**src/hw/rtl/lfde_pkg.sv**
```systemverilog
`default_nettype none

package lfde_pkg;

  // Widths fixed by the item formats
  localparam int POS_W   = 8;
  localparam int COLOR_W = 24;
  localparam int WORD_W  = 32;

  // Default frame capacity
  localparam int MAX_LEDS_DEF = 255;

  // Input item modes
  localparam logic [1:0] MODE_PIXEL   = 2'd0;
  localparam logic [1:0] MODE_PING    = 2'd1;
  localparam logic [1:0] MODE_ENABLE  = 2'd2;
  localparam logic [1:0] MODE_DISABLE = 2'd3;

  // Result kinds
  localparam logic [1:0] KIND_COLOR  = 2'd0;
  localparam logic [1:0] KIND_MARKER = 2'd1;
  localparam logic [1:0] KIND_PONG   = 2'd2;
  localparam logic [1:0] KIND_ERROR  = 2'd3;

  typedef struct packed {
    logic [1:0] mode;
    logic [7:0] red;
    logic [7:0] green;
    logic [7:0] blue;
    logic       frame_end;
  } lfde_in_t;

  typedef struct packed {
    logic [1:0]        kind;
    logic [WORD_W-1:0] color_word;
    logic              last;
  } lfde_out_t;

  // Decoded item held between the front end and the result stage
  typedef struct packed {
    logic               px;         // pixel that compares and writes the store
    logic [POS_W-1:0]   pos;
    logic [COLOR_W-1:0] color;
    logic               is_ref;     // position matches refresh index
    logic               has_term;   // marker, error or pong follows
    logic [1:0]         term_kind;
    logic               prior_vld;  // entry written since reset
    logic               byp;        // entry written on the read edge
    logic [COLOR_W-1:0] byp_data;
  } lfde_stage_t;

endpackage

`default_nettype wire

```
**src/hw/rtl/lfde_emit.sv**
```systemverilog
`default_nettype none

module lfde_emit
  import lfde_pkg::*;
(
  input  wire logic               clk,
  input  wire logic               rst_n,
  input  wire logic               s1_valid,
  input  wire lfde_stage_t        s1,
  input  wire logic [COLOR_W-1:0] rdata,
  output logic                    s1_adv,
  output logic                    out_valid,
  input  wire logic               out_stall,
  output lfde_out_t               out_data
);

  lfde_out_t    slot0_r, slot0_nxt;
  lfde_out_t    slot1_r, slot1_nxt;
  logic [1:0]   cnt_r, cnt_nxt;
  logic [COLOR_W-1:0] prior;
  logic         changed;
  logic         take;
  lfde_out_t    res_color, res_term, res_a, res_b;
  logic [1:0]   res_n;

  assign take   = out_valid && !out_stall;
  assign s1_adv = s1_valid && ((cnt_r == 2'd0) || ((cnt_r == 2'd1) && take));

  // Prior color: forwarded, stored, or the reset value
  assign prior   = s1.byp ? s1.byp_data : (s1.prior_vld ? rdata : '0);
  assign changed = s1.px && ((prior != s1.color) || s1.is_ref);

  // Results of the staged item, in order
  always_comb begin
    res_color.kind       = KIND_COLOR;
    res_color.color_word = {s1.color, s1.pos};
    res_color.last       = !s1.has_term;
    res_term.kind        = s1.term_kind;
    res_term.color_word  = '0;
    res_term.last        = 1'b1;
    res_a = changed ? res_color : res_term;
    res_b = res_term;
    res_n = {1'b0, changed} + {1'b0, s1.has_term};
  end

  // Two-entry result buffer
  always_comb begin
    slot0_nxt = slot0_r;
    slot1_nxt = slot1_r;
    cnt_nxt   = cnt_r;
    if (s1_adv) begin
      slot0_nxt = res_a;
      slot1_nxt = res_b;
      cnt_nxt   = res_n;
    end else if (take) begin
      slot0_nxt = slot1_r;
      cnt_nxt   = cnt_r - 1'b1;
    end
  end

  always_ff @(posedge clk) begin
    if (!rst_n) begin
      cnt_r <= '0;
    end else begin
      cnt_r <= cnt_nxt;
    end
  end

  always_ff @(posedge clk) begin
    slot0_r <= slot0_nxt;
    slot1_r <= slot1_nxt;
  end

  assign out_valid = (cnt_r != 2'd0);
  assign out_data  = slot0_r;

  a_cnt_range: assert property (@(posedge clk) disable iff (!rst_n)
    cnt_r != 2'd3)
    else $error("result buffer count out of range");

  a_pair_order: assert property (@(posedge clk) disable iff (!rst_n)
    (cnt_r == 2'd2) |-> (!slot0_r.last && slot1_r.last))
    else $error("result pair not ordered with last on the second");

  a_pair_drain: assert property (@(posedge clk) disable iff (!rst_n)
    (take && (cnt_r == 2'd2)) |=> out_valid)
    else $error("second result of a pair lost");

endmodule

`default_nettype wire

```
**config.mk**
```make
export PLATFORM = sky130hd
export DESIGN_NAME = lfde_emit
export DESIGN_NICKNAME = d
export VERILOG_FILES = /design/src/hw/rtl/lfde_pkg.sv /design/src/hw/rtl/lfde_emit.sv
export SDC_FILE = /design/constraint.sdc
export NUM_CORES = 1
export LEC_CHECK = 0
export ABC_AREA = 0
export BUFFER_PORTS_ARGS = -buffer_cell sky130_fd_sc_hd__buf_2
export CAP_MARGIN = 10
export CORE_MARGIN = 3
export CORE_UTILIZATION = 42
export CTS_BUF_LIST = sky130_fd_sc_hd__clkbuf_8
export CTS_CLUSTER_DIAMETER = 60
export DETAILED_ROUTE_END_ITERATION = 16
export PLACE_DENSITY = 0.86
export SYNTH_ARGS = -nofsm -noshare
export SYNTH_HDL_FRONTEND = slang
export SYNTH_SLANG_ARGS = --single-unit
```
**constraint.sdc**
```tcl
create_clock -name clk -period 3.61 [get_ports clk]
set_clock_uncertainty 0.15 [all_clocks]
set_input_delay 0.1805 -clock clk [delete_from_list [all_inputs] [get_ports clk]]
set_output_delay 0.1805 -clock clk [all_outputs]
set_load 0.05 [all_outputs]
```
After elaboration in Yosys (flattened, before gate mapping)
Index checks and enable logic that the tools add are counted.

Word-level logic and storage cells: 27. Register bits: 39.

Mux-type cells: 7. Equal/unequal tests: 2. $add $sub $neg: 2. Reductions and logical operators: 11.

Operators with widths (count): $mux 35 (3); $mux 24 (2); $ne 24x24->1 (1); $logic_and 1x1->1 (4); $mux 2 (2); $reduce_bool 2->1 (2); $add 1x1->2 (1); $eq 2x1->1 const B (1); $logic_not 1->1 (2); $logic_not 2->1 (1); $logic_or 1x1->1 (2); $sub 2x1->2 const B (1).

Depth between registers and ports, before layout
Word-level depth: 7. Mapped depth: 12. Depth with buffers taken out: 8.

Worst setup path before layout
No wires, ideal clock.

Path type: register to register. Start point: register cnt_r[0]. End point: register slot0_r (netlist bit out_data[0]) (enable). Path slack: -0.148 ns. Data required time: 2.984 ns. Buffers on the path: 0. Data arrival time: 3.133 ns. Stages on the path, launching flop included: 4. Setup time: 0.476 ns. Clock period less this slack: 3.758 ns. Cell sequence: dfxtp_1 inv_1 ha_1 o21ai_0.

Longest elaborated chain between the ends: 6.

Ends and longest elaborated chain: from (decl) (line lfde_emit.sv:19) `logic [1:0] cnt_r, cnt_nxt;`; from (signal assigned) (line lfde_emit.sv:65) `cnt_r <= cnt_nxt;`; $reduce_bool 2->1 (line lfde_emit.sv:74) `assign out_valid = (cnt_r != 2'd0);`; $logic_and 1x1->1 (line lfde_emit.sv:26) `assign take = out_valid && !out_stall;`; $logic_and 1x1->1 (line lfde_emit.sv:27) `assign s1_adv = s1_valid && ((cnt_r == 2'd0) || ((cnt_r == 2'd1) && take));`; $logic_or 1x1->1 (line lfde_emit.sv:27); $logic_and 1x1->1 (line lfde_emit.sv:27); $reduce_bool 2->1 (no source line) *; to (signal assigned) (line lfde_emit.sv:70) `slot0_r <= slot0_nxt;`; to (decl) (line lfde_emit.sv:17) `lfde_out_t slot0_r, slot0_nxt;`.

Mark *: on every way between the ends. The rest lies on a longest branch, timed or not. A chain may end at the register's enable or synchronous reset.

Worst setup path after layout
Start point: register cnt_r[0]. End point: output port s1_adv.

Longest elaborated chain between the ends: 5.

Ends and longest elaborated chain: $reduce_bool 2->1 (line lfde_emit.sv:74); $logic_and 1x1->1 (line lfde_emit.sv:26); $logic_and 1x1->1 (line lfde_emit.sv:27); $logic_or 1x1->1 * (line lfde_emit.sv:27); $logic_and 1x1->1 * (line lfde_emit.sv:27); to (decl) (line lfde_emit.sv:11) `output logic s1_adv,`.

Marks and branches as above.

==> results_dict.tcl <==
set metrics [dict create \
    crit_family "buffers and inverters" \
    row_count 26 \
    fillers 478 \
    final_common_cell "buf_2" \
    synthCells 230 \
    synth-compound-area-share 0.2097 \
    cts_tree "done" \
    hold_viol 0 \
    globalRouteOverflowTotal 0 \
    fin_ws_ps 355.0 \
    viasPerCell 5.465 \
    drtPass1Iterations 4 \
    synth_top_family_by_area "compound AO/OA/AOI/OAI gates" \
    rsz0062_at_grt "false" \
    finalPower_w 0.001601 \
    rr_startpoint "cnt_r[0]$_SDFFE_PN0P_" \
    routedWlPerCell_um 15.91 \
    final_core_util 0.6004 \
    drc_errors 0 \
    final_nets 449 \
    r2r-end "out_data[16]$_SDFFCE_PN0P_" \
    gp_congestion 0.8381 \
    worst-slew-pin-transition_ps 1101 \
    portBuffers 127 \
    tns_ps 0 \
    hold_path.class "in -> reg" \
    dieWidth_um 81.20 \
    required_ps 3280 \
    final.period_utilization 0.9017 \
    mappedNetlistArea_um2 2375 \
    drv_slew 0 \
    worst-path-buf-inv 3 \
    drive_above_1_share 0.4073 \
    grt_max_degree 40 \
    yosysWarningCount 0 \
    design_area_um2 3164 \
    wirelength_um 6777 \
    antenna_cells 0 \
    synth.net_count 324 \
    synthFlopType "edfxtp_1" \
    synthMuxAreaShare 0 \
    drv_cap 0 \
    preCtsSetupSlack_ps 522.0 \
    dieArea_um2 6593 \
    outcome "completed" \
    route.vias.total 2328 \
    place_area_um2 3030 \
    final_antenna_net_count 0 \
    regToRegSetupSlack_ps 560 \
    synth.distinct_cells 49 \
    synth.area.top_cells "edfxtp_1 (47%), and3_1 (8.7%), a221oi_1 (4.1%), inv_1 (3.5%), nand2_1 (3.2%)" \
    async_flop_share 0 \
    dp_hpwl_um 5229 \
    synthAdderAreaFrac 0.01581 \
    max_stage_delay_ps 920 \
    antenna_found_initial 0 \
    syn_avg_cell_area_um2 10.33 \
    numCtsBuffers 5 \
    die_y_um 81.20 \
    synth-simple-area-share 0.2044 \
    ctsHtreeMaxLevel 2 \
    leakage_nw 1.535 \
    cts_root_buf "clkbuf_8" \
    crit_chain "inv_1, ha_1, o21ai_1, clkinv_1, buf_2" \
    hold_path.startpoint "s1[28]" \
    clkSlewWorstSetupHoldPaths_ps 70 \
    synth-edff-count 37 \
    cts_num_sinks 39 \
    area_growth_pct 33.25 \
    clk_latency_ps 280 \
    start_util 0.4506 \
    power_density_nw_per_um2 505.9 \
    mostFrequentLayoutCells "buf_2 (127), edfxtp_1 (37), and3_1 (33)" \
    min_to "out_data[0]$_SDFFCE_PN1P_" \
    achievable-frequency_ghz 0.3072 \
    cp_max_fo 39 \
    grt.total_usage 0.2061 \
    io_pins 128 \
    cp_slowest_cell "clkinv_1" \
    synth_top_area_cell "edfxtp_1" \
    start_kind "register" \
    post_cts_buffers 0 \
    crit_type "reg -> out" \
    grt_pass1_vias 2298 \
    vdd_drop_max_v 0.0002530 \
    reg2reg_depth 5 \
    yosysTopAreaCellShare 0.4679 \
    fin_crit_ps 3255 \
    synth-seq-area-share 0.4847 \
    synthXorXnorAreaFrac 0.01106 \
    grt_pass1_wl_um 10660 \
    core_um2 5270 \
    finalSetupViolations 0 \
    slew_headroom 0.2631 \
    holdPathStages 2 \
    yosys_register_bits 39 \
    critical_path.endpoint_type "output port" \
    ctsLongestPathBuffers 2 \
    arrival_ps 2920 \
    drt_iter0_markers 142 \
]
==> cells by family (layout without fill, tap and decap cells) <==
group           count (synthesis)  in the layout
simple gates                   82             82
compound gates                 66             66
flops                          39             39
buf+inv                        37            163
fa+ha+maj                       3              3
xor+xnor                        3              3
==> layout make-up <==
type / instances / area (um^2) / area share
tap: 70 / 87.58 / 0.02768
timing repair buffer: 131 / 673.1 / 0.2127
clock buffer: 7 / 96.34 / 0.03045
inverter: 24 / 90.09 / 0.02847
clock inverter: 1 / 7.507 / 0.002372
sequential: 39 / 1151 / 0.3638
multi-input combinational: 154 / 1059 / 0.3345
==> repair_timing <==
item / in CTS / in global routing
resized for setup: 0 / 0
hold endpoints to repair: 3 / 0
hold buffers: 3 / 0
==> worst max-delay path by stage <==
stage	start	to	depth (start not counted)
finish	cnt_r[0]$_SDFFE_PN0P_	s1_adv	5
global route	cnt_r[0]$_SDFFE_PN0P_	s1_adv	5
CTS	cnt_r[0]$_SDFFE_PN0P_	s1_adv	5
detailed placement	s1[25]	cnt_r[0]$_SDFFE_PN0P_	8
global placement	s1[25]	cnt_r[0]$_SDFFE_PN0P_	8
floorplan	cnt_r[0]$_SDFFE_PN0P_	out_data[0]$_SDFFCE_PN1P_	3
==> flip-flops by register name, indices dropped and copies added (netlist names) <==
name      cells
cnt_r         2
slot1_r       2
out_data     35
==> metal layers <==
metal  part of all wire  GRT usage  vias up
met5                  0          0        -
met4                  0    0.04223        0
met3              0.099    0.03659        0
met2               0.49     0.3489      125
met1               0.41     0.2766     1065
li1                   -          -     1138
==> through the flow <==
| step | std cells | hold slack, ps |
|---|---|---|
| global placement | 415 | 233.3 |
| floorplan | 230 | 129.4 |
| global route | 426 | 35.72 |
| CTS | 426 | 28.66 |
| detailed placement | 415 | 231.7 |
| finish | 426 | 34.47 |
==> synthesized netlist by cell type (all sizes together), types with 2 or more instances <==
master and n:
a221oi 11, nor2b 5, buf 8, ha 3, dfxtp 2, o221ai 4
clkbuf 5, xor2 2, o21ai 17, and3 33, nor4 3, o22ai 12
o221a 2, o211ai 3, nand2b 4, edfxtp 37, inv 23, nor2 3
nand3 11, a22o 2, o2111ai 2, nand2 20
==> power by group <==
part	internal [W]	switching, W
sequential	0.000609	0.0000217
combinational	0.000158	0.000491
clock	0.000174	0.000147
total	0.000941	0.000660
Note: power is estimated with default switching activity, not from simulation.
