<file path="config.mk">
export PLATFORM = sky130hd
export DESIGN_NAME = lfde_ctrl
export DESIGN_NICKNAME = d
export VERILOG_FILES = /design/src/hw/rtl/lfde_pkg.sv /design/src/hw/rtl/lfde_ctrl.sv
export SDC_FILE = /design/constraint.sdc
export NUM_CORES = 1
export LEC_CHECK = 0
export BUFFER_PORTS_ARGS = -buffer_cell sky130_fd_sc_hd__buf_2
export CORE_ASPECT_RATIO = 0.9
export CORE_MARGIN = 4
export CORE_UTILIZATION = 35
export CTS_BUF_LIST = sky130_fd_sc_hd__clkbuf_16
export CTS_CLUSTER_SIZE = 25
export DETAILED_ROUTE_END_ITERATION = 12
export PLACE_DENSITY = 0.55
export SYNTH_ARGS = -nofsm -noshare
export SYNTH_HDL_FRONTEND = slang
export SYNTH_SLANG_ARGS = --single-unit
</file>
<file path="constraint.sdc">
create_clock -name clk -period 7.9 [get_ports clk]
set_input_delay 0.79 -clock clk [delete_from_list [all_inputs] [get_ports clk]]
set_output_delay 0.79 -clock clk [all_outputs]
set_load 0.02 [all_outputs]
</file>
<file path="src/hw/rtl/lfde_pkg.sv">
`default_nettype none

package lfde_pkg;

  // Widths fixed by the item formats
  localparam int POS_W   = 8;
  localparam int COLOR_W = 24;
  localparam int WORD_W  = 32;

  // Default frame capacity
  localparam int MAX_LEDS_DEF = 255;

  // Input item modes
  localparam logic [1:0] MODE_PIXEL   = 2'd0;
  localparam logic [1:0] MODE_PING    = 2'd1;
  localparam logic [1:0] MODE_ENABLE  = 2'd2;
  localparam logic [1:0] MODE_DISABLE = 2'd3;

  // Result kinds
  localparam logic [1:0] KIND_COLOR  = 2'd0;
  localparam logic [1:0] KIND_MARKER = 2'd1;
  localparam logic [1:0] KIND_PONG   = 2'd2;
  localparam logic [1:0] KIND_ERROR  = 2'd3;

  typedef struct packed {
    logic [1:0] mode;
    logic [7:0] red;
    logic [7:0] green;
    logic [7:0] blue;
    logic       frame_end;
  } lfde_in_t;

  typedef struct packed {
    logic [1:0]        kind;
    logic [WORD_W-1:0] color_word;
    logic              last;
  } lfde_out_t;

  // Decoded item held between the front end and the result stage
  typedef struct packed {
    logic               px;         // pixel that compares and writes the store
    logic [POS_W-1:0]   pos;
    logic [COLOR_W-1:0] color;
    logic               is_ref;     // position matches refresh index
    logic               has_term;   // marker, error or pong follows
    logic [1:0]         term_kind;
    logic               prior_vld;  // entry written since reset
    logic               byp;        // entry written on the read edge
    logic [COLOR_W-1:0] byp_data;
  } lfde_stage_t;

endpackage

`default_nettype wire

</file>
<file path="src/hw/rtl/lfde_ctrl.sv">
`default_nettype none

module lfde_ctrl
  import lfde_pkg::*;
#(
  parameter int MAX_LEDS = MAX_LEDS_DEF,
  parameter int ADDR_W   = (MAX_LEDS > 1) ? $clog2(MAX_LEDS) : 1
) (
  input  wire logic                clk,
  input  wire logic                rst_n,
  input  wire logic                in_valid,
  output logic                     in_stall,
  input  wire lfde_in_t            in_data,
  input  wire logic                s1_adv,
  output logic                     s1_valid,
  output lfde_stage_t              s1,
  output logic                     ram_we,
  output logic      [ADDR_W-1:0]   ram_waddr,
  output logic      [COLOR_W-1:0]  ram_wdata,
  output logic                     ram_re,
  output logic      [ADDR_W-1:0]   ram_raddr
);

  logic             s1_valid_r, s1_valid_nxt;
  lfde_stage_t      s1_r, s1_nxt;
  logic             en_r, en_nxt;
  logic [POS_W-1:0] pos_r, pos_nxt;
  logic [POS_W-1:0] ref_r, ref_nxt;
  logic             ovf_r, ovf_nxt;
  logic [MAX_LEDS-1:0] written_r;
  logic             accept;
  logic             load;
  logic             wr_hit;

  assign in_stall = s1_valid_r && !s1_adv;
  assign accept   = in_valid && !in_stall;

  // Store write of the departing pixel lands on the same edge as this read
  assign wr_hit = s1_adv && s1_r.px && (s1_r.pos == pos_r);

  // Frame state and decode of the accepted item
  always_comb begin
    logic             ovf_v;
    logic [POS_W:0]   size_v;
    logic [POS_W:0]   next_v;
    ovf_v   = ovf_r;
    size_v  = '0;
    next_v  = '0;
    en_nxt  = en_r;
    pos_nxt = pos_r;
    ref_nxt = ref_r;
    ovf_nxt = ovf_r;
    load    = 1'b0;
    s1_nxt           = s1_r;
    s1_nxt.px        = 1'b0;
    s1_nxt.pos       = pos_r;
    s1_nxt.color     = {in_data.red, in_data.green, in_data.blue};
    s1_nxt.is_ref    = (pos_r == ref_r);
    s1_nxt.has_term  = 1'b0;
    s1_nxt.term_kind = KIND_MARKER;
    s1_nxt.prior_vld = 1'b0;
    s1_nxt.byp       = wr_hit;
    s1_nxt.byp_data  = s1_r.color;
    if (accept) begin
      unique case (in_data.mode) inside
        MODE_PING: begin
          load             = 1'b1;
          s1_nxt.has_term  = 1'b1;
          s1_nxt.term_kind = KIND_PONG;
        end
        MODE_ENABLE, MODE_DISABLE: begin
          en_nxt  = (in_data.mode == MODE_ENABLE);
          pos_nxt = '0;
          ovf_nxt = 1'b0;
        end
        MODE_PIXEL: begin
          if (en_r) begin
            if (pos_r >= POS_W'(MAX_LEDS)) begin
              ovf_v = 1'b1;
            end else begin
              s1_nxt.px        = 1'b1;
              s1_nxt.prior_vld = written_r[pos_r[ADDR_W-1:0]];
              pos_nxt          = pos_r + 1'b1;
            end
            ovf_nxt = ovf_v;
            load    = s1_nxt.px;
            if (in_data.frame_end) begin
              load            = 1'b1;
              s1_nxt.has_term = 1'b1;
              if (ovf_v) begin
                s1_nxt.term_kind = KIND_ERROR;
              end else begin
                size_v  = {1'b0, pos_nxt};
                next_v  = {1'b0, ref_r} + 1'b1;
                ref_nxt = (next_v >= size_v) ? '0 : next_v[POS_W-1:0];
              end
              pos_nxt = '0;
              ovf_nxt = 1'b0;
            end
          end
        end
        default: ;
      endcase
    end
  end

  // Stage occupancy
  always_comb begin
    s1_valid_nxt = s1_valid_r;
    if (load) begin
      s1_valid_nxt = 1'b1;
    end else if (s1_adv) begin
      s1_valid_nxt = 1'b0;
    end
  end

  always_ff @(posedge clk) begin
    if (!rst_n) begin
      s1_valid_r <= 1'b0;
      en_r       <= 1'b0;
      pos_r      <= '0;
      ref_r      <= '0;
      ovf_r      <= 1'b0;
      written_r  <= '0;
    end else begin
      s1_valid_r <= s1_valid_nxt;
      en_r       <= en_nxt;
      pos_r      <= pos_nxt;
      ref_r      <= ref_nxt;
      ovf_r      <= ovf_nxt;
      if (ram_we) begin
        written_r[ram_waddr] <= 1'b1;
      end
    end
  end

  always_ff @(posedge clk) begin
    if (load) begin
      s1_r <= s1_nxt;
    end
  end

  // Store ports: read at the frame position, write as the pixel leaves
  assign ram_re    = accept;
  assign ram_raddr = pos_r[ADDR_W-1:0];
  assign ram_we    = s1_adv && s1_r.px;
  assign ram_waddr = s1_r.pos[ADDR_W-1:0];
  assign ram_wdata = s1_r.color;

  assign s1_valid = s1_valid_r;
  assign s1       = s1_r;

endmodule

`default_nettype wire

</file>
## Word-level counts from Yosys, hierarchy flattened

Cells that the tools add are included.
Widths: inputs -> output; s select.

- Register bits: 337
- Bits of input ports: 31
- Output and inout port bits: 107

- Add/sub/neg operators: 2
- Order comparisons: 5
- Equality and inequality tests: 6
- Muxes and demuxes: 31
- Bitwise logic cells: 5
- Reductions and logical operators: 16

Operators with widths:

| cell | number |
|---|---|
| $or 255x255->255 | 1 |
| $mux 8 | 7 |
| $lt 8x9->1 const B | 2 |
| $eq 8x8->1 | 2 |
| $pmux 8 s2 | 1 |
| $mux 1 | 15 |
| $add 8x1->9 const B | 1 |
| $ge 9x8->1 | 1 |
| $add 8x1->8 const B | 1 |
| $bmux 1 s8 | 1 |
| $demux 1 s8 | 1 |
| $ge 8x1->1 const B | 1 |
| $ge 8x8->1 const B | 1 |
| $pmux 3 s2 | 1 |
| $reduce_and 3->1 | 2 |
| $logic_and 1x1->1 | 5 |
| $reduce_and 5->1 | 1 |
| $eq 2x2->1 const B | 2 |
| $mux 4 | 1 |
| $not 1->1 | 4 |
| $pmux 1 s2 | 2 |
| $reduce_bool 2->1 | 2 |
| $reduce_or 4->1 | 1 |
| $mux 3 | 1 |
| 7 further kinds | 8 |

## Logic depth before layout (Yosys ltp)

Gate-level depths: netlist of the first run.

- Depth in word-level cells: 9
- Depth in mapped cells: 14
- Gate-level depth less buffers: 12

## Least setup slack after synthesis of the first run

Ideal clock, no wire load.

- Path kind: input to register
- Start point: input s1_adv
- End point: register s1_r, in the netlist ram_waddr[0], enable pin
- Data arrival time: 2.667 ns
- Required time: 7.506 ns
- Path slack: 4.840 ns
- Stages on the path: 5
- Buffers on the path: 0
- Cell sequence: nor2b_1 nor2b_1 nand3b_1 nor2_1 or2_2

- Word-level cells in the longest chain between the ends: 5

Ends and longest elaborated chain:

| item | RTL line | text |
|---|---|---|
| start: declaration | lfde_ctrl.sv:14 | `input wire logic s1_adv,` |
| $logic_not 1->1 | lfde_ctrl.sv:35 | `assign in_stall = s1_valid_r && !s1_adv;` |
| $logic_and 1x1->1 | lfde_ctrl.sv:35 |  |
| $logic_not 1->1 | lfde_ctrl.sv:36 | `assign accept = in_valid && !in_stall;` |
| $logic_and 1x1->1 | lfde_ctrl.sv:36 |  |
| named net ram_re | lfde_ctrl.sv:20 | `output logic ram_re,` |
| $mux 1 | lfde_ctrl.sv:64 | `if (accept) begin` |
| named net load | lfde_ctrl.sv:32 | `logic load;` |
| end signal: assignment | lfde_ctrl.sv:139 | `s1_r <= s1_nxt;` |
| end: declaration | lfde_ctrl.sv:25 | `lfde_stage_t s1_r, s1_nxt;` |

The timed path passes the listed nets, and every way through them passes these cells.
A chain may end at the register's enable or synchronous reset.

## Worst setup path in the final report of the first run

- Start point: register pos_r[1] (netlist: ram_raddr[1])
- End point: register ref_r[1]

- Word-level cells in the longest chain between the ends: 7
- Elaborated cells on any way between the ends: 14

Ends and longest elaborated chain:

| item | RTL line | text |
|---|---|---|
| start: declaration | lfde_ctrl.sv:27 | `logic [POS_W-1:0] pos_r, pos_nxt;` |
| start signal: assignment | lfde_ctrl.sv:128 | `pos_r <= pos_nxt;` |
| $add 8x1->8 / $ge 8x8->1 (equally long branches) | lfde_ctrl.sv:83, lfde_ctrl.sv:78 |  |
| $mux 8 / $mux 1 (equally long branches) | lfde_ctrl.sv:78 | `if (pos_r >= POS_W'(MAX_LEDS)) begin` |
| $mux 8 / $mux 1 (equally long branches) | lfde_ctrl.sv:77 | `if (en_r) begin` |
| $mux 8 / $mux 1 (equally long branches) | lfde_ctrl.sv:65 | `unique case (in_data.mode) inside` |
| $mux 8 / $mux 1 (equally long branches) | lfde_ctrl.sv:64 |  |
| $ge 9x8->1 / $not 1->1 (equally long branches) | - |  |
| $mux 8 / $reduce_and 5->1 (equally long branches) | - |  |
| end signal: assignment | lfde_ctrl.sv:129 | `ref_r <= ref_nxt;` |
| end: declaration | lfde_ctrl.sv:28 | `logic [POS_W-1:0] ref_r, ref_nxt;` |

Several ways; a longest one is shown, not always the timed one. The select of a mux whose other input is x is not followed.

==> results of run 1 <==
sequential cells by signal (all words and copies together) (netlist names), 8 cells and up:
name and flops:
ram_wdata 24, ref_r 8, ram_waddr 8, s1 31
written_r 255, ram_raddr 8
Yosys cell counts, types with 5 or more instances:
master / n
a21oi_1: 92
nand2b_1: 9
and3_1: 8
mux2i_1: 20
o221ai_1: 6
nor3_1: 12
xnor2_1: 19
and2_1: 11
buf_6: 7
mux4_1: 15
a211oi_1: 5
dfxtp_1: 274
nand3_1: 27
nand2_1: 45
nor2_1: 418
edfxtp_1: 63
clkbuf_1: 88
mux4_2: 45
buf_1: 6
inv_1: 6
nand4_1: 7
nor2b_1: 14
a31oi_1: 111
ha_1: 10
buf_4: 65
o21ai_0: 10
per-layer routing:
metal / global-route usage, % / share of wire [%]
met5: 0 / 0
met4: 4.85 / 2.4
met3: 3.39 / 8.2
met2: 27.0 / 43
met1: 26.4 / 46
how the worst max path moves through the flow:
stage	start	to	slack, ns
final	ram_raddr[1]	ref_r[1]	4.06
after global routing	ram_raddr[1]	ref_r[1]	3.80
after CTS	ram_raddr[1]	ref_r[3]	4.08
after detailed placement	ram_raddr[1]	ref_r[3]	4.11
after global placement	ram_raddr[1]	ref_r[7]	4.19
after floorplan	s1_adv	ram_waddr[0]	4.84
layout by cell type (no fill, tap or decap), types with 11 or more instances in the layout:
cell	Yosys	final
a31oi_1	111	111
nor3_1	12	12
clkinv_1	0	13
buf_2	3	137
mux2i_1	20	20
edfxtp_1	63	63
xnor2_1	19	19
mux4_1	15	15
nor2b_1	14	12
and2_1	11	12
inv_1	6	11
nor2_1	418	415
a21oi_1	92	92
nand2_1	45	45
buf_4	65	24
nand3_1	27	27
mux4_2	45	45
clkbuf_16	0	38
dfxtp_1	274	272
cell families after synthesis:
logic type / Yosys count / synth area share (%)
mux: 82 / 11.3
xor+xnor: 23 / 1.39
flops: 337 / 51.0
simple gates: 570 / 16.5
buf+inv: 189 / 7.90
fa+ha+maj: 10 / 0.866
compound gates: 260 / 11.0
metrics by stage:
step / area [um^2] / util, % / std cells
after floorplan: 14500 / - / 1471
after global placement: 14900 / 36.7 / 1989
after detailed placement: 14900 / 36.7 / 1989
after CTS: 16000 / 39.3 / 2054
after global routing: 16000 / 39.3 / 2054
final: 16000 / 39.3 / 2054
cell type report:
| type | count | area share (%) |
|---|---|---|
| flip-flops and latches | 337 | 46.1 |
| multi-input cells | 945 | 37.4 |
| clock buffers | 38 | 5.94 |
| repair buffers | 161 | 5.41 |
| well taps | 540 | 4.22 |
| clock inverters | 27 | 0.766 |
| inverters | 6 | 0.172 |
power by group through the flow:
stage               logic [mW]  clock network, mW  registers (mW)
finish                   0.117               1.55            1.78
detailed placement       0.117                  0            1.81
global route             0.124               1.67            1.78
floorplan               0.0791                  0            1.82
CTS                      0.117               1.59            1.78
global placement         0.117                  0            1.81
==> summary.md, run 1 <==
| Metric | Value |
|---|---|
| Crit path time final | 3.84 ns |
| Post-DRT Antenna Nets | 0 |
| Measured slew at the worst slew-check pin | 1.30 ns |
| Core Rows | 70 |
| WHS | 0.431 ns |
| Initial Util | 35.5% |
| Setup crit start kind | flip-flop |
| ANT cells | 0 |
| Fill cells | 4,053 |
| Clk sinks | 337 |
| DRT iter0 DRCs | 1,248 |
| Layout cells sized above 1 | 18.0% |
| Clk Latency, worst-skew pair | 0.54 ns |
| CP delay by family, top | compound AO/OA/AOI/OAI gates |
| Top cell type's share of synthesized area | 38.0% |
| Die Ht | 201 um |
| Status | finished clean |
| R2R Path End | ref_r[1] |
| Largest net degree at the start of global routing | 95 |
| Avg WL per Cell | 20.2 um |
| Seq/Total Area, Yosys | 51.0% |
| Synth warn | 0 |
| Setup slack after layout | 4.06 ns |
| Worst rel slew slack | 13.2% |
| I/O Pins | 138 |
| Overflow after GRT | 0 |
| CTS resizes | 0 |
| Number of flops mapped to enable cells by yosys | 63 |
| Power share of the clock group | 45.1% |
| Critical path data required time | 8.37 ns |
| Clock root cell | clkbuf_16 |
| Via count | 11,200 |
| Pwr per Cell Area | 215 mW/mm^2 |
| Total Wirelength | 41,500 um |
| Synth Register Bits | 337 |
| Port buffer count | 137 |
| Area leader, netlist | dfxtp_1 |
| Async S/R FF share, synth | 0% |
| Worst Hold Class | primary input to flip-flop |
| Max_cap viols | 0 |
| R2R Setup Slk | 4.06 ns |
| Core area | 0.0407 mm^2 |
| R2r startpoint | ram_raddr[1] |
| Routability cong. | 0.818 |
| Final hold violation count | 0 |
| Critical path endpoint category | flip-flop |
| RSZ-0062 raised after global routing | no |
| Worst VDD drop | 143 uV |
| Syn Area/Cell | 9.82 um^2 |
| Full die area | 0.0446 mm^2 |
| Worst path cell trace | ha_1 > and3_1 > nand4_1 > xor2_1 > ha_1 > nand2b_1 > a21o_1 > a21o_1 > a211oi_1 > o21a_1 > o21a_1 > a32o_1 |
| Worst path slowest cell | dfxtp_2 |
| Clk_skew | 0.0220 ns |
| Largest stage delay, worst path | 0.97 ns |
| Comb power frac | 3.4% |
| Setup TNS | 0 ns |
| Total GRT Usage | 17.9% |
| Synthesized area | 0.0145 mm^2 |
| CTS max path bufs | 3 |
| CTS Hold Bufs | 0 |
| Internal | 2.66 mW |
| Hold Path Stages | 1 |
| Vias in the first global route | 10,500 |
| Number of setup buffers added after CTS | 0 |
| Setup Slack @ Placement | 4.11 ns |
| Area Overhead vs Synth | 10.7% |
| Power, Total | 3.45 mW |
| DRC viols | 0 |
| Tcrit/Tclk final | 48.6% |
| WS Path Type | flip-flop to flip-flop |
| Hold_sp | in_data[15] |
| Hpwl dp | 25,000 um |
| Top_reg_cell synth | dfxtp_1 |
| Cell leakage power | 5.80 nW |
| CP arrival | 4.30 ns |
| CP Depth | 12 |
| Die W | 222 um |
| Area of the multi-input gates | 0.00598 mm^2 |
| Total Nets Final | 1,528 |
| Drt pass-1 iters | 5 |
| CTS tree | done |
| Sequential Power Share | 51.5% |
| F_max | 0.261 GHz |
| Synth area leaders | dfxtp_1 (38%), edfxtp_1 (13%), nor2_1 (11%), mux4_2 (7.0%), a31oi_1 (4.8%) |
| Worst Reg2Reg Path Length in Cells | 12 |
| Vias per std cell | 5.45 |
| Switching pwr | 0.785 mW |
| CTS Buf Count | 36 |
| Initial antenna violation count | 0 |
| H-Tree Depth | 2 |
| Distinct cells, synth | 62 |
| Final setup viols | 0 |
| Cells after synthesis | 1,471 |
| Global-route wire length before repair | 63,700 um |
| Crit Path Max Fanout | 37 |
| Post-Syn Nets | 1,512 |
| Reg clk slew, reported paths | 0.06 ns |
| Switching Share | 22.8% |
| Slew Viols, Final | 0 |
| Flip-flop and latch area | 0.00738 mm^2 |
| Worst hold endpoint | ram_wdata[14] |
| Worst path bufs/invs | 0 |
(Power assumes the default switching activity.)
==> run 2, diff against run 1 <==
- clock period: 7.9 -> 3.65 ns (I/O delays scaled with it)
==> summary.md, run 2 (synthesis gave the netlist of run 1 again) <==
| Metric | Value |
|---|---|
| Drt pass-1 iters | 5 (unchanged) |
| Area Overhead vs Synth | 13.8% (was 10.7%) |
| Initial Util | 35.5% (unchanged) |
| DRC viols | 0 (unchanged) |
| Max_cap viols | 0 (unchanged) |
| Total Wirelength | 42,000 um (was 41,500 um) |
| Cell leakage power | 6.03 nW (was 5.80 nW) |
| Largest net degree at the start of global routing | 127 (was 95) |
| RSZ-0062 raised after global routing | no (unchanged) |
| Slew Viols, Final | 0 (unchanged) |
| F_max | 0.324 GHz (was 0.261 GHz) |
| Measured slew at the worst slew-check pin | 1.16 ns (was 1.30 ns) |
| Pwr per Cell Area | 472 mW/mm^2 (was 215 mW/mm^2) |
| Hpwl dp | 25,400 um (was 25,000 um) |
| Setup Slack @ Placement | 0.622 ns (was 4.11 ns) |
| I/O Pins | 138 (unchanged) |
| ANT cells | 0 (unchanged) |
| Die W | 222 um (unchanged) |
| Full die area | 0.0446 mm^2 (unchanged) |
| Number of setup buffers added after CTS | 0 (unchanged) |
| CTS tree | done (unchanged) |
| Clk sinks | 337 (unchanged) |
| Routability cong. | 0.827 (was 0.818) |
| Design Area, Final | 0.0164 mm^2 (was 0.0160 mm^2) |
| Reg clk slew, reported paths | 0.06 ns (about the same) |
| WHS | 0.0173 ns (was 0.431 ns) |
| Critical path data required time | 4.13 ns (was 8.37 ns) |
| Final hold violation count | 0 (unchanged) |
| Biggest register | written_r (unchanged) |
| WS Path Type | flip-flop to flip-flop (unchanged) |
| CP arrival | 3.56 ns (was 4.30 ns) |
| Vias in the first global route | 10,800 (was 10,500) |
| Clock root cell | clkbuf_16 (unchanged) |
| Crit Path Max Fanout | 6 (was 37) |
| Clk_skew | 0.0131 ns (was 0.0220 ns) |
| Core area | 0.0407 mm^2 (unchanged) |
| Overflow after GRT | 0 (unchanged) |
| Number of flip-flops in the largest register | 255 (unchanged) |
| Setup slack after layout | 0.568 ns (was 4.06 ns) |
| Setup TNS | 0 ns (unchanged) |
| Port buffer count | 137 (unchanged) |
| Core Rows | 70 (unchanged) |
| Setup crit start kind | flip-flop (unchanged) |
| CTS max path bufs | 3 (unchanged) |
| Status | finished clean (unchanged) |
| Worst VDD drop | 316 uV (was 143 uV) |
| Worst rel slew slack | 22.1% (was 13.2%) |
| Commonest cells after routing, fill and taps aside | nor2_1 (415), dfxtp_1 (272), buf_2 (137) (unchanged) |
| Worst Hold Class | primary input to flip-flop (unchanged) |
| Initial antenna violation count | 0 (unchanged) |
| Total Nets Final | 1,563 (was 1,528) |
| H-Tree Depth | 2 (unchanged) |
| Die Ht | 201 um (unchanged) |
| DRT iter0 DRCs | 1,004 (was 1,248) |
| CTS resizes | 0 (unchanged) |
| Tcrit/Tclk final | 84.4% (was 48.6%) |
| Crit path time final | 3.08 ns (was 3.84 ns) |
| Clk Latency, worst-skew pair | 0.53 ns (was 0.54 ns) |
| Avg WL per Cell | 20.1 um (was 20.2 um) |
| Final setup viols | 0 (unchanged) |
| Via count | 11,300 (was 11,200) |
| R2R Setup Slk | 0.57 ns (was 4.06 ns) |
| CTS Buf Count | 37 (was 36) |
| Vias per std cell | 5.38 (was 5.45) |
| Critical path endpoint category | flip-flop (unchanged) |
| Commonest non-fill, non-tap cell in the layout | nor2_1 (unchanged) |
| Total GRT Usage | 18.2% (was 17.9%) |
| Placed Area | 0.0151 mm^2 (was 0.0149 mm^2) |
| Layout cells sized above 1 | 19.0% (was 18.0%) |
| Global-route wire length before repair | 65,000 um (was 63,700 um) |
| Post-DRT Antenna Nets | 0 (unchanged) |
-- run 2: cell types whose count changed in the layout (fill, tap and decap cells not counted), sizes merged --
cell         previous run  this run
buf                   161       178
clkbuf                 38        39
bufinv                  0         3
clkinvlp                2         1
dlygate4sd3             0        17
-- run 2: final timing paths --
check	from	to	cells past startpoint
min reg2reg	written_r[44]	written_r[44]	2
max	ram_raddr[0]	ref_r[3]	12
max reg2reg	ram_raddr[0]	ref_r[3]	12
min	in_data[5]	ram_wdata[4]	1
-- run 2: cell type report --
class                      instances  area [um^2]
fill                            4009        24300
sequential                       337         7380
multi-input combinational        945         5980
timing repair buffer             195         1200
clock buffer                      39          976
tap                              540          676
clock inverter                    29          203
inverter                           6         27.5
-- run 2: power breakdown --
group | internal (mW) | total (mW) | leakage, nW | switching (mW)
combinational | 0.0773 | 0.278 | 2.62 | 0.201
clock | 2.14 | 3.64 | 0.612 | 1.50
sequential | 3.82 | 3.84 | 2.79 | 0.0220
total | 6.04 | 7.76 | 6.03 | 1.72
-- run 2: stage by stage --
step / utilization, % / std cells / power [mW]
after floorplan: - / 1471 / 4.10
after global placement: 37.1 / 2006 / 4.18
after detailed placement: 37.1 / 2006 / 4.19
after CTS: 40.4 / 2091 / 7.84
after global routing: 40.4 / 2091 / 8.03
final: 40.4 / 2091 / 7.76
-- run 2: critical path, stage by stage, from the launching register on --
cell and delay [ns]:
dfxtp_4 0.36, ha_1 0.18, and3_1 0.27, nand4_1 0.31, xor2_1 0.24, ha_1 0.29, nand2b_1 0.14, a21o_1 0.17
a21o_1 0.17, a211oi_1 0.24, o21a_1 0.20, o21a_1 0.26, a32o_1 0.19
-- run 2: what timing repair did --
| action | in CTS | in global routing |
|---|---|---|
| hold buffers | 17 | 0 |
| setup endpoints to repair | 0 | 0 |
| hold endpoints to repair | 17 | 0 |
-- run 2: metal layers --
layer	routed length, um	global-route usage, %	share of wire (%)	vias to the layer above
li1	-	-	-	5207
met1	19000	25.9	45	5509
met2	18300	27.9	44	475
met3	3690	4.31	8.8	63
met4	989	4.98	2.4	0
met5	0	0	0	-
